`config.mk`:
```
export PLATFORM = sky130hd
export DESIGN_NAME = pipct_datapath
export DESIGN_NICKNAME = d
export VERILOG_FILES = /design/src/sv/pipct_pkg.sv /design/src/sv/pipct_datapath.sv
export SDC_FILE = /design/constraint.sdc
export NUM_CORES = 2
export LEC_CHECK = 0
export BUFFER_PORTS_ARGS = -buffer_cell sky130_fd_sc_hd__buf_2
export CAP_MARGIN = 5
export CORE_UTILIZATION = 55
export CTS_CLUSTER_SIZE = 12
export DETAILED_ROUTE_END_ITERATION = 7
export PLACE_DENSITY = 0.75
export SETUP_SLACK_MARGIN = 0.4
export SYNTH_ARGS = -nofsm -noshare
export SYNTH_HDL_FRONTEND = slang
export SYNTH_SLANG_ARGS = --single-unit
```
`constraint.sdc`:
```
create_clock -name clock -period 6.6 [get_ports clock]
set_input_delay 0.66 -clock clock [delete_from_list [all_inputs] [get_ports clock]]
set_output_delay 0.66 -clock clock [all_outputs]
set_load 0.02 [all_outputs]
```
`src/sv/pipct_pkg.sv`:
```
// ----------------------------------------------------------------------------
// pipct_pkg
// Shared constants and controller/datapath interface types of the
// point-in-polygon crossing test.
// ----------------------------------------------------------------------------
package pipct_pkg;

   localparam int COORD_BITS_DEF = 16;
   localparam int FRAC_BITS      = 16;
   localparam int ROUND_HALF     = 32'h8000;
   localparam int MUL_CHUNK      = 8;

   localparam int                  CROSS_BITS   = 2;
   localparam logic [CROSS_BITS-1:0] CROSS_SAT    = 2'd2;
   localparam logic [CROSS_BITS-1:0] CROSS_INSIDE = 2'd1;

   localparam logic [1:0] PLANE_XY = 2'd0;
   localparam logic [1:0] PLANE_XZ = 2'd1;
   localparam logic [1:0] PLANE_YZ = 2'd2;

   // Commands from the controller to the datapath.
   typedef struct packed {
      logic load;        // transfer accepted: project, latch, set up the open edge
      logic eval;        // classify the current edge, set up the divider
      logic div_step;    // one quotient bit
      logic mul_step;    // one multiplier chunk
      logic finish;      // round the intersection and compare
      logic load_close;  // set up the closing edge back to the first vertex
      logic emit;        // load the result register
   } cmd_type;

   // Status from the datapath to the controller.
   typedef struct packed {
      logic straddle;     // edge crosses the line and straddles the query point
      logic step_last;    // divider or multiplier is on its final step
      logic last_vertex;  // current vertex closes the polygon
   } status_type;

endpackage

```
`src/sv/pipct_datapath.sv`:
```
// ----------------------------------------------------------------------------
// pipct_datapath
// Projection, polygon state, edge classification, restoring divider,
// chunked multiplier and the rounded intersection compare.
// ----------------------------------------------------------------------------
module pipct_datapath
   import pipct_pkg::*;
#(
   parameter int COORD_BITS = COORD_BITS_DEF
)
(
   input  logic                         clock,
   input  logic                         reset,
   input  cmd_type                      cmd,
   output status_type                   status,
   input  logic [1:0]                   req_plane,
   input  logic signed [COORD_BITS-1:0] req_point_x,
   input  logic signed [COORD_BITS-1:0] req_point_y,
   input  logic signed [COORD_BITS-1:0] req_point_z,
   input  logic signed [COORD_BITS-1:0] req_vert_x,
   input  logic signed [COORD_BITS-1:0] req_vert_y,
   input  logic signed [COORD_BITS-1:0] req_vert_z,
   input  logic                         req_last_vertex,
   output logic                         rsp_inside_res
);

   localparam int W         = COORD_BITS;
   localparam int NW        = W + FRAC_BITS;          // dividend and quotient width
   localparam int PW        = NW + W;                 // product magnitude width
   localparam int MUL_STEPS = (W + MUL_CHUNK - 1) / MUL_CHUNK;
   localparam int CNT_W     = $clog2(NW + 1);
   localparam int OFF_W     = PW + 2 - FRAC_BITS;
   localparam int CMP_W     = OFF_W + 1;

   // Projected operands.
   logic signed [W-1:0] vert_u, vert_v, point_u, point_v;

   // Polygon state.
   logic signed [W-1:0] query_u_ff, query_u_in, query_v_ff, query_v_in;
   logic signed [W-1:0] first_u_ff, first_u_in, first_v_ff, first_v_in;
   logic signed [W-1:0] prev_u_ff, prev_u_in, prev_v_ff, prev_v_in;
   logic [CROSS_BITS-1:0] crossings_ff, crossings_in;
   logic                  awaiting_ff, awaiting_in;
   logic                  last_ff, last_in;

   // Current edge.
   logic signed [W-1:0] e_u0_ff, e_u0_in, e_v0_ff, e_v0_in;
   logic signed [W-1:0] e_u1_ff, e_u1_in, e_v1_ff, e_v1_in;

   // Divider and multiplier.
   logic [NW-1:0]    num_ff, num_in, num_next;
   logic [W-1:0]     rem_ff, rem_in, rem_next;
   logic [W-1:0]     dvs_ff, dvs_in;
   logic [W-1:0]     dqm_ff, dqm_in;
   logic             pneg_ff, pneg_in;
   logic [PW-1:0]    mcand_ff, mcand_in;
   logic [W-1:0]     mplier_ff, mplier_in;
   logic [PW-1:0]    acc_ff, acc_in, acc_next;
   logic [CNT_W-1:0] cnt_ff, cnt_in;
   logic             inside_ff, inside_in;

   // Edge classification.
   logic signed [W:0] du, dv, dq, neg_du, neg_dv, neg_dq;
   logic [W-1:0]      du_mag, dv_mag, dq_mag;
   logic              a_above, b_above, u0_right, u1_right, active;
   logic              both_right, straddle;

   // Divider step.
   logic [W:0] div_shift, div_trial;
   logic       div_ge;

   // Multiplier step.
   logic [PW+MUL_CHUNK-1:0] mul_prod;

   // Rounding and compare.
   logic signed [PW:0]      p_mag, p_val;
   logic [PW+1:0]           p_round;
   logic signed [OFF_W-1:0] off;
   logic signed [CMP_W-1:0] cmp_lhs, cmp_rhs;
   logic                    hit;

   always_comb begin
      unique case (req_plane)
         PLANE_XY: begin
            vert_u  = req_vert_x;
            vert_v  = req_vert_y;
            point_u = req_point_x;
            point_v = req_point_y;
         end
         PLANE_XZ: begin
            vert_u  = req_vert_x;
            vert_v  = req_vert_z;
            point_u = req_point_x;
            point_v = req_point_z;
         end
         default: begin
            // The unused selector code projects like the YZ plane.
            vert_u  = req_vert_y;
            vert_v  = req_vert_z;
            point_u = req_point_y;
            point_v = req_point_z;
         end
      endcase
   end

   always_comb begin
      du     = $signed({e_u1_ff[W-1], e_u1_ff}) - $signed({e_u0_ff[W-1], e_u0_ff});
      dv     = $signed({e_v1_ff[W-1], e_v1_ff}) - $signed({e_v0_ff[W-1], e_v0_ff});
      dq     = $signed({query_v_ff[W-1], query_v_ff}) - $signed({e_v0_ff[W-1], e_v0_ff});
      neg_du = -du;
      neg_dv = -dv;
      neg_dq = -dq;
      du_mag = du[W] ? neg_du[W-1:0] : du[W-1:0];
      dv_mag = dv[W] ? neg_dv[W-1:0] : dv[W-1:0];
      dq_mag = dq[W] ? neg_dq[W-1:0] : dq[W-1:0];

      a_above    = (e_v0_ff >= query_v_ff);
      b_above    = (e_v1_ff >= query_v_ff);
      u0_right   = (e_u0_ff >= query_u_ff);
      u1_right   = (e_u1_ff >= query_u_ff);
      active     = (crossings_ff < CROSS_SAT) && (a_above != b_above);
      both_right = active && u0_right && u1_right;
      straddle   = active && (u0_right != u1_right);
   end

   always_comb begin
      div_shift = {rem_ff, num_ff[NW-1]};
      div_trial = div_shift - {1'b0, dvs_ff};
      div_ge    = (div_shift >= {1'b0, dvs_ff});
      rem_next  = div_ge ? div_trial[W-1:0] : div_shift[W-1:0];
      num_next  = {num_ff[NW-2:0], div_ge};

      mul_prod  = mcand_ff * mplier_ff[MUL_CHUNK-1:0];
      acc_next  = acc_ff + mul_prod[PW-1:0];
   end

   // Intersection offset: floor((p + 0x8000) / 2^16), then u0 + offset >= query_u.
   always_comb begin
      p_mag   = $signed({1'b0, acc_ff});
      p_val   = pneg_ff ? -p_mag : p_mag;
      p_round = {p_val[PW], p_val} + (PW+2)'(ROUND_HALF);
      off     = $signed(p_round[PW+1:FRAC_BITS]);
      cmp_lhs = $signed({{(CMP_W-W){e_u0_ff[W-1]}}, e_u0_ff}) + $signed({off[OFF_W-1], off});
      cmp_rhs = $signed({{(CMP_W-W){query_u_ff[W-1]}}, query_u_ff});
      hit     = (cmp_lhs >= cmp_rhs);
   end

   always_comb begin
      query_u_in   = query_u_ff;
      query_v_in   = query_v_ff;
      first_u_in   = first_u_ff;
      first_v_in   = first_v_ff;
      prev_u_in    = prev_u_ff;
      prev_v_in    = prev_v_ff;
      crossings_in = crossings_ff;
      awaiting_in  = awaiting_ff;
      last_in      = last_ff;
      e_u0_in      = e_u0_ff;
      e_v0_in      = e_v0_ff;
      e_u1_in      = e_u1_ff;
      e_v1_in      = e_v1_ff;
      num_in       = num_ff;
      rem_in       = rem_ff;
      dvs_in       = dvs_ff;
      dqm_in       = dqm_ff;
      pneg_in      = pneg_ff;
      mcand_in     = mcand_ff;
      mplier_in    = mplier_ff;
      acc_in       = acc_ff;
      cnt_in       = cnt_ff;
      inside_in    = inside_ff;

      if (cmd.load) begin
         // The first vertex opens a degenerate edge onto itself, which never counts.
         if (awaiting_ff) begin
            query_u_in   = point_u;
            query_v_in   = point_v;
            first_u_in   = vert_u;
            first_v_in   = vert_v;
            crossings_in = '0;
            awaiting_in  = 1'b0;
            e_u0_in      = vert_u;
            e_v0_in      = vert_v;
         end else begin
            e_u0_in = prev_u_ff;
            e_v0_in = prev_v_ff;
         end
         e_u1_in   = vert_u;
         e_v1_in   = vert_v;
         prev_u_in = vert_u;
         prev_v_in = vert_v;
         last_in   = req_last_vertex;
      end

      if (cmd.load_close) begin
         e_u0_in = prev_u_ff;
         e_v0_in = prev_v_ff;
         e_u1_in = first_u_ff;
         e_v1_in = first_v_ff;
      end

      if (cmd.eval) begin
         if (both_right) begin
            crossings_in = crossings_ff + 1'b1;
         end
         num_in  = {du_mag, {FRAC_BITS{1'b0}}};
         rem_in  = '0;
         dvs_in  = dv_mag;
         dqm_in  = dq_mag;
         pneg_in = du[W] ^ dv[W] ^ dq[W];
         cnt_in  = CNT_W'(NW - 1);
      end

      if (cmd.div_step) begin
         num_in = num_next;
         rem_in = rem_next;
         if (cnt_ff == '0) begin
            mcand_in  = PW'(num_next);
            mplier_in = dqm_ff;
            acc_in    = '0;
            cnt_in    = CNT_W'(MUL_STEPS - 1);
         end else begin
            cnt_in = cnt_ff - 1'b1;
         end
      end

      if (cmd.mul_step) begin
         acc_in    = acc_next;
         mcand_in  = mcand_ff << MUL_CHUNK;
         mplier_in = mplier_ff >> MUL_CHUNK;
         if (cnt_ff != '0) begin
            cnt_in = cnt_ff - 1'b1;
         end
      end

      if (cmd.finish && hit) begin
         crossings_in = crossings_ff + 1'b1;
      end

      if (cmd.emit) begin
         inside_in   = (crossings_ff == CROSS_INSIDE);
         awaiting_in = 1'b1;
      end
   end

   always_ff @(posedge clock) begin
      if (reset) begin
         crossings_ff <= '0;
         awaiting_ff  <= 1'b1;
         last_ff      <= 1'b0;
         cnt_ff       <= '0;
      end else begin
         crossings_ff <= crossings_in;
         awaiting_ff  <= awaiting_in;
         last_ff      <= last_in;
         cnt_ff       <= cnt_in;
      end
   end

   always_ff @(posedge clock) begin
      query_u_ff <= query_u_in;
      query_v_ff <= query_v_in;
      first_u_ff <= first_u_in;
      first_v_ff <= first_v_in;
      prev_u_ff  <= prev_u_in;
      prev_v_ff  <= prev_v_in;
      e_u0_ff    <= e_u0_in;
      e_v0_ff    <= e_v0_in;
      e_u1_ff    <= e_u1_in;
      e_v1_ff    <= e_v1_in;
      num_ff     <= num_in;
      rem_ff     <= rem_in;
      dvs_ff     <= dvs_in;
      dqm_ff     <= dqm_in;
      pneg_ff    <= pneg_in;
      mcand_ff   <= mcand_in;
      mplier_ff  <= mplier_in;
      acc_ff     <= acc_in;
      inside_ff  <= inside_in;
   end

   assign status.straddle    = straddle;
   assign status.step_last   = (cnt_ff == '0);
   assign status.last_vertex = last_ff;
   assign rsp_inside_res     = inside_ff;

endmodule

```
Word level (Yosys, flattened, before mapping)
Cells that the tools add are included.
{"block": "op_classes", "n_addsub": 13, "n_mul": 1, "magnitude_cmp": 7, "n_eq_ne": 4, "mux": 42, "bitwise_logic": 2, "reduce_logical": 17}
{"operator": "16-bit 2-to-1 mux", "count": 20}
{"operator": "48-bit 2-to-1 mux", "count": 6}
{"operator": "16-bit greater-or-equal comparator", "count": 4}
{"operator": "32-bit 2-to-1 mux", "count": 2}
{"operator": "16-bit by 16-bit subtractor with 17-bit output", "count": 3}
{"operator": "49-bit by 17-bit adder with 50-bit output, second input constant", "count": 1}
{"operator": "49-bit 2-to-1 mux", "count": 1}
{"operator": "48-bit negator with 49-bit output", "count": 1}
{"operator": "48-bit adder", "count": 1}
{"operator": "48-bit by 8-bit multiplier with 48-bit output", "count": 1}
{"operator": "16-bit negator", "count": 3}
{"operator": "16-bit by 34-bit adder with 35-bit output", "count": 1}
{"operator": "35-bit by 16-bit greater-or-equal comparator with 1-bit output", "count": 1}
{"operator": "6-bit 2-to-1 mux", "count": 5}
{"operator": "8-bit 2-to-1 mux", "count": 3}
{"operator": "17-bit by 16-bit greater-or-equal comparator with 1-bit output", "count": 1}
{"operator": "16-bit subtractor", "count": 1}
{"operator": "2-bit 2-to-1 mux", "count": 5}
{"operator": "2-bit nonzero test", "count": 4}
{"operator": "6-bit zero test", "count": 1}
{"operator": "2-bit AND reduction", "count": 3}
{"operator": "6-bit nonzero test", "count": 1}
{"operator": "6-bit by 1-bit subtractor with 6-bit output, second input constant", "count": 1}
{"operator": "1-bit logical AND", "count": 5}
{"operator": "7 further kinds", "count": 11}
{"block": "totals", "register_bits": 364, "inputBits": 108, "output_inout_bits": 4, "word_cells": 111}

Longest topological paths before layout
{"block": "logic_depth", "depth_word": 8, "ltp_mapped": 34, "ltp_nobuf": 33}

Worst setup path after synthesis
OpenSTA, ideal clock, no wires.
{"block": "synth_path", "path_kind": "register -> register", "startpoint": "reg acc_ff[1]", "endpoint": "reg crossings_ff[0]", "setup_ps": 72, "arrival_ps": 6606, "t_required_ps": 6528, "setup_slack_ps": -77, "path_stages_with_launch": 34, "n_path_buf": 1, "period_less_slack_ps": 6677, "path_cell_list": "edfxtp_1 -> nor4_4 -> and4_1 -> buf_2 -> a21oi_1 -> xnor2_1 -> ha_1 -> and3_1 -> a221o_1 -> and2_1 -> nand2_1 -> nor2_1 -> a211oi_1 -> xnor2_1 -> ha_1 -> a21oi_1 -> nand3_1 -> nor4_1 -> o31ai_1 -> a31o_2 -> a311oi_1 -> o311ai_0 -> a21oi_1 -> xnor2_1 -> ha_1 -> nand4_1 -> o31ai_1 -> a21o_1 -> a21oi_1 -> or3_1 -> a31oi_1 -> o221ai_1 -> o41ai_1 -> mux2i_1"}
{"block": "synth_between", "elab_chain_len": 7}
{"item": "start, declared", "line": "pipct_datapath.sv:58", "source": "logic [PW-1:0] acc_ff, acc_in, acc_next;"}
{"item": "start signal, assigned", "line": "pipct_datapath.sv:278", "source": "acc_ff <= acc_in;"}
{"item": "48-bit negator with 49-bit output", "line": "pipct_datapath.sv:140", "source": "p_val = pneg_ff ? -p_mag : p_mag;"}
{"item": "49-bit 2-to-1 mux (*)", "line": "pipct_datapath.sv:140"}
{"item": "49-bit by 17-bit adder with 50-bit output (*)", "line": "pipct_datapath.sv:141", "source": "p_round = {p_val[PW], p_val} + (PW+2)'(ROUND_HALF);"}
{"item": "16-bit by 34-bit adder with 35-bit output (*)", "line": "pipct_datapath.sv:143", "source": "cmp_lhs = $signed({{(CMP_W-W){e_u0_ff[W-1]}}, e_u0_ff}) + $signed({off[OFF_W-1], off});"}
{"item": "35-bit by 16-bit greater-or-equal comparator with 1-bit output (*)", "line": "pipct_datapath.sv:145", "source": "hit = (cmp_lhs >= cmp_rhs);"}
{"item": "1-bit logical AND (*)", "line": "pipct_datapath.sv:236", "source": "if (cmd.finish && hit) begin"}
{"item": "2-bit 2-to-1 mux (*)", "line": "pipct_datapath.sv:236"}
{"item": "end signal, assigned", "line": "pipct_datapath.sv:253", "source": "crossings_ff <= crossings_in;"}
{"item": "end, declared", "line": "pipct_datapath.sv:42", "source": "logic [CROSS_BITS-1:0] crossings_ff, crossings_in;"}
Every way passes the cells marked *; elsewhere a longest branch is shown, timed or not.
A chain may end at the register's enable or synchronous reset.

Final worst setup path
{"block": "layout_path", "startpoint": "reg acc_ff[4]", "endpoint": "reg crossings_ff[0]"}
Same word-level chain as after synthesis.

==> run_summary.xml <==
<?xml version="1.0" encoding="UTF-8"?>
<metrics>
  <group name="synthesis">
    <metric name="postSynthNetCount" unit="">4166</metric>
    <metric name="yosysTopAreaCell" unit="">sky130_fd_sc_hd__edfxtp_1</metric>
    <metric name="netlist_instances" unit="">3508</metric>
    <metric name="synth_enable_flop_cells" unit="">338</metric>
    <metric name="synth-seq-area-share" unit="%">30.5</metric>
    <metric name="yosys_warnings" unit="">0</metric>
    <metric name="ys_async_sr_fraction" unit="%">0</metric>
    <metric name="synth_cell_type_count" unit="">95</metric>
    <metric name="synth_area_leaders" unit="">sky130_fd_sc_hd__edfxtp_1 29%, sky130_fd_sc_hd__fa_1 17%, sky130_fd_sc_hd__ha_1 8.8%, sky130_fd_sc_hd__mux2_2 4.7%, sky130_fd_sc_hd__inv_1 4.4%</metric>
    <metric name="ys_seq_elements" unit="">364</metric>
    <metric name="postSynth.topFlopCell" unit="">sky130_fd_sc_hd__edfxtp_1</metric>
    <metric name="synth.cell_area" unit="sq um">35000</metric>
    <metric name="post-synth-top-area-fraction" unit="%">29.0</metric>
    <metric name="syn_avg_cell_area" unit="sq um">9.97</metric>
    <metric name="synth.top_cells.by_count" unit="">413 x sky130_fd_sc_hd__inv_1, 357 x sky130_fd_sc_hd__nand2_1, 338 x sky130_fd_sc_hd__edfxtp_1</metric>
    <metric name="most_frequently_used_cell_type_in_the_post_synthesis_netlist" unit="">sky130_fd_sc_hd__inv_1</metric>
  </group>
  <group name="critical_path">
    <metric name="critPathSlowestCell" unit="">sky130_fd_sc_hd__edfxtp_1</metric>
    <metric name="reg2reg_capture_point" unit="">crossings_ff[0]</metric>
    <metric name="worstPathArrival" unit="ps">7200</metric>
    <metric name="crit_path_max_incr_delay" unit="ps">430</metric>
    <metric name="timing.reg2reg.setup_slack" unit="ps">-110</metric>
    <metric name="timing.setup.critical_path_class" unit="">reg -&gt; reg</metric>
    <metric name="timing.critical_path.to_type" unit="">flop</metric>
    <metric name="worst_path_maximum_fanout" unit="">5</metric>
    <metric name="setup.worst_path.end" unit="">crossings_ff[0]</metric>
    <metric name="crit_path_start" unit="">acc_ff[4]</metric>
    <metric name="rr_startpoint" unit="">acc_ff[4]</metric>
    <metric name="timing.critical_path.from_type" unit="">flop</metric>
    <metric name="worst_ep_required_time" unit="ps">7090</metric>
    <metric name="rr_worst_depth" unit="">34</metric>
  </group>
  <group name="routing">
    <metric name="route.detailed.drc" unit="">0</metric>
    <metric name="routed_via_density" unit="">5.74</metric>
    <metric name="ant_nets" unit="">0</metric>
    <metric name="dr.pass1.iters" unit="">5</metric>
    <metric name="wl" unit="microns">86200</metric>
    <metric name="final_routed_wire_length_divided_by_cell_count" unit="microns">19.0</metric>
    <metric name="initial_detailed_routing_violation_count" unit="">1968</metric>
    <metric name="via_count" unit="">26000</metric>
  </group>
  <group name="sta">
    <metric name="finalCritPeriodShare" unit="%">102</metric>
    <metric name="rsz0062_at_grt" unit="">true</metric>
    <metric name="final-hold-violation-count" unit="">0</metric>
    <metric name="post-route-min-period" unit="ps">6710</metric>
    <metric name="fin_worst_skew" unit="ps">31.3</metric>
    <metric name="timing_worst_slew_pin_value" unit="ps">1090</metric>
    <metric name="setup-violations-final" unit="">2</metric>
    <metric name="final_max_slew_viol_count" unit="">0</metric>
    <metric name="fmax" unit="MHz">149</metric>
    <metric name="fin_ws" unit="ps">-114</metric>
    <metric name="timing.slew.headroom" unit="%">26.4</metric>
  </group>
  <group name="die">
    <metric name="chipWidth" unit="microns">254</metric>
    <metric name="core.rowCount" unit="">92</metric>
    <metric name="die_area" unit="sq um">64600</metric>
    <metric name="design.core.area" unit="sq um">63000</metric>
    <metric name="initial_core_util" unit="%">55.5</metric>
    <metric name="dieHeight" unit="microns">254</metric>
    <metric name="design.portCount" unit="">112</metric>
  </group>
  <group name="grt">
    <metric name="grt_antenna_before_repair" unit="">1</metric>
    <metric name="grt_max_degree" unit="">75</metric>
    <metric name="global_route_wire_length_before_repair" unit="microns">140000</metric>
    <metric name="first_global_vias" unit="">26300</metric>
    <metric name="grt-ovfl-total" unit="">0</metric>
    <metric name="global_route.usage.total" unit="%">27.5</metric>
  </group>
  <group name="status">
    <metric name="violations" unit="">setup timing</metric>
    <metric name="outcome" unit="">finished, violations left</metric>
  </group>
  <group name="place">
    <metric name="numPlacedInstances" unit="">4418</metric>
    <metric name="gp_congestion" unit="">0.940</metric>
    <metric name="hpwl" unit="microns">66000</metric>
    <metric name="place.port_buffers" unit="">111</metric>
  </group>
  <group name="finish">
    <metric name="finalNetCount" unit="">4308</metric>
    <metric name="flow.area_growth_from_synthesis" unit="%">10.4</metric>
    <metric name="fraction_of_final_layout_cells_with_drive_strength_greater_than_1" unit="%">14.0</metric>
    <metric name="instances_no_fill" unit="">4528</metric>
    <metric name="antenna_diodes" unit="">0</metric>
  </group>
  <group name="clock_tree">
    <metric name="clock_sink_count" unit="">364</metric>
    <metric name="h-tree-depth" unit="">2</metric>
    <metric name="cts_inserted_buffers" unit="">40</metric>
    <metric name="worstSkewPairLatency" unit="ps">580</metric>
    <metric name="cts_hold_repair.buffers" unit="">0</metric>
    <metric name="clk_transition_reported_paths" unit="ps">60</metric>
    <metric name="cts_root_buf" unit="">sky130_fd_sc_hd__clkbuf_16</metric>
    <metric name="cts_buffer_depth" unit="">3</metric>
    <metric name="cts_tree" unit="">built</metric>
  </group>
  <group name="hold_path">
    <metric name="min_path_type" unit="">in -&gt; reg</metric>
  </group>
  <group name="flow_run">
    <metric name="maxCapViolations" unit="">0</metric>
  </group>
</metrics>
kinds of logic after synthesis:
family	after synthesis	share of synthesized area [%]
compound gates	644	12.4
xor+xnor	198	4.96
fa+ha+maj	551	26.2
buf+inv	552	6.01
flops	364	30.5
mux	163	5.18
simple gates	1036	14.8
worst max-delay path, delay by kind of cell (launching register included):
kind	cells	cell delay, ps
mux	1	210
buf+inv	3	420
flops	1	430
xor+xnor	3	450
compound gates	16	2670
simple gates	8	1610
fa+ha+maj	3	820
per-stage QoR:
stage	setup slack [ps]	hold WS (ps)	area [sq um]	TNS, ps	utilization, %
after floorplan	348	437	35100	0	-
after global placement	-164	444	36800	-311	58.5
after detailed placement	-306	452	36800	-604	58.5
after CTS	-33.6	280	38300	-33.6	60.8
after global routing	-480	299	38600	-897	61.3
final	-114	314	38600	-195	61.3
cell type report:
type	instances	area, sq um
sequential	364	10700
timing repair buffer	239	1600
clock buffer	64	1150
clock inverter	10	143
inverter	413	1550
fill	5123	24400
multi-input combinational	2592	22400
tap	846	1060
registers in the layout, indices dropped and copies added, names as in the netlist, 2 cells and up:
name / cells
acc_ff: 48
mcand_ff: 48
num_ff: 32
dqm_ff: 16
dvs_ff: 16
e_u0_ff: 16
e_u1_ff: 16
e_v0_ff: 16
e_v1_ff: 16
first_u_ff: 16
first_v_ff: 16
mplier_ff: 16
prev_u_ff: 16
prev_v_ff: 16
query_u_ff: 16
query_v_ff: 16
rem_ff: 16
cnt_ff: 6
crossings_ff: 2
worst min-delay path by stage:
stage	start	to	slack (ps)	depth (start not counted)
after floorplan	mplier_ff[10]	mplier_ff[10]	440	1
after global placement	dqm_ff[9]	mplier_ff[9]	440	1
after detailed placement	dqm_ff[8]	mplier_ff[8]	450	1
after CTS	cmd[0]	rsp_inside_res	280	1
after global routing	cmd[0]	rsp_inside_res	300	1
final	cmd[0]	rsp_inside_res	310	1
timing repair:
item | 4_1_cts | 5_1_grt
endpoints found under the setup margin | 7 | 15
buffers inserted | 14 | 22
resized for setup | 19 | 16
hold endpoints to repair | 0 | 0
pin swaps | 33 | 25
layer usage:
layer	track usage (%)	vias up	share of wire, %
li1	-	12400	-
met1	37.5	12600	44
met2	44.3	873	46
met3	4.60	166	6.4
met4	10.1	2	3.6
met5	0	-	0.015
layout by cell type (no fill, tap or decap), types with 18 or more instances in the layout:
master | Yosys | final
sky130_fd_sc_hd__fa_1 | 303 | 303
sky130_fd_sc_hd__a211oi_1 | 32 | 30
sky130_fd_sc_hd__buf_2 | 4 | 111
sky130_fd_sc_hd__o21ai_0 | 110 | 106
sky130_fd_sc_hd__mux2i_1 | 18 | 18
sky130_fd_sc_hd__a21o_1 | 64 | 64
sky130_fd_sc_hd__clkbuf_1 | 98 | 19
sky130_fd_sc_hd__dfxtp_1 | 26 | 26
sky130_fd_sc_hd__nand2_1 | 357 | 355
sky130_fd_sc_hd__a21oi_1 | 186 | 180
sky130_fd_sc_hd__nand4_1 | 32 | 32
sky130_fd_sc_hd__nand2b_1 | 28 | 28
sky130_fd_sc_hd__nor2b_1 | 23 | 23
sky130_fd_sc_hd__o21a_1 | 27 | 27
sky130_fd_sc_hd__nor2_1 | 189 | 187
sky130_fd_sc_hd__o31ai_1 | 20 | 18
sky130_fd_sc_hd__a22o_1 | 33 | 33
sky130_fd_sc_hd__mux2_2 | 145 | 145
sky130_fd_sc_hd__and3_1 | 22 | 22
sky130_fd_sc_hd__ha_1 | 247 | 245
sky130_fd_sc_hd__xnor2_1 | 147 | 146
sky130_fd_sc_hd__clkbuf_16 | 0 | 41
sky130_fd_sc_hd__edfxtp_1 | 338 | 338
sky130_fd_sc_hd__and2_1 | 196 | 193
sky130_fd_sc_hd__xor2_1 | 51 | 51
sky130_fd_sc_hd__inv_1 | 413 | 412
sky130_fd_sc_hd__nor3_1 | 52 | 51
sky130_fd_sc_hd__or3_1 | 21 | 21
sky130_fd_sc_hd__buf_4 | 2 | 118
sky130_fd_sc_hd__nand3_1 | 45 | 44
Power is not shown: default switching activity piles up to over one toggle a cycle in this logic, so the estimate is an artifact.
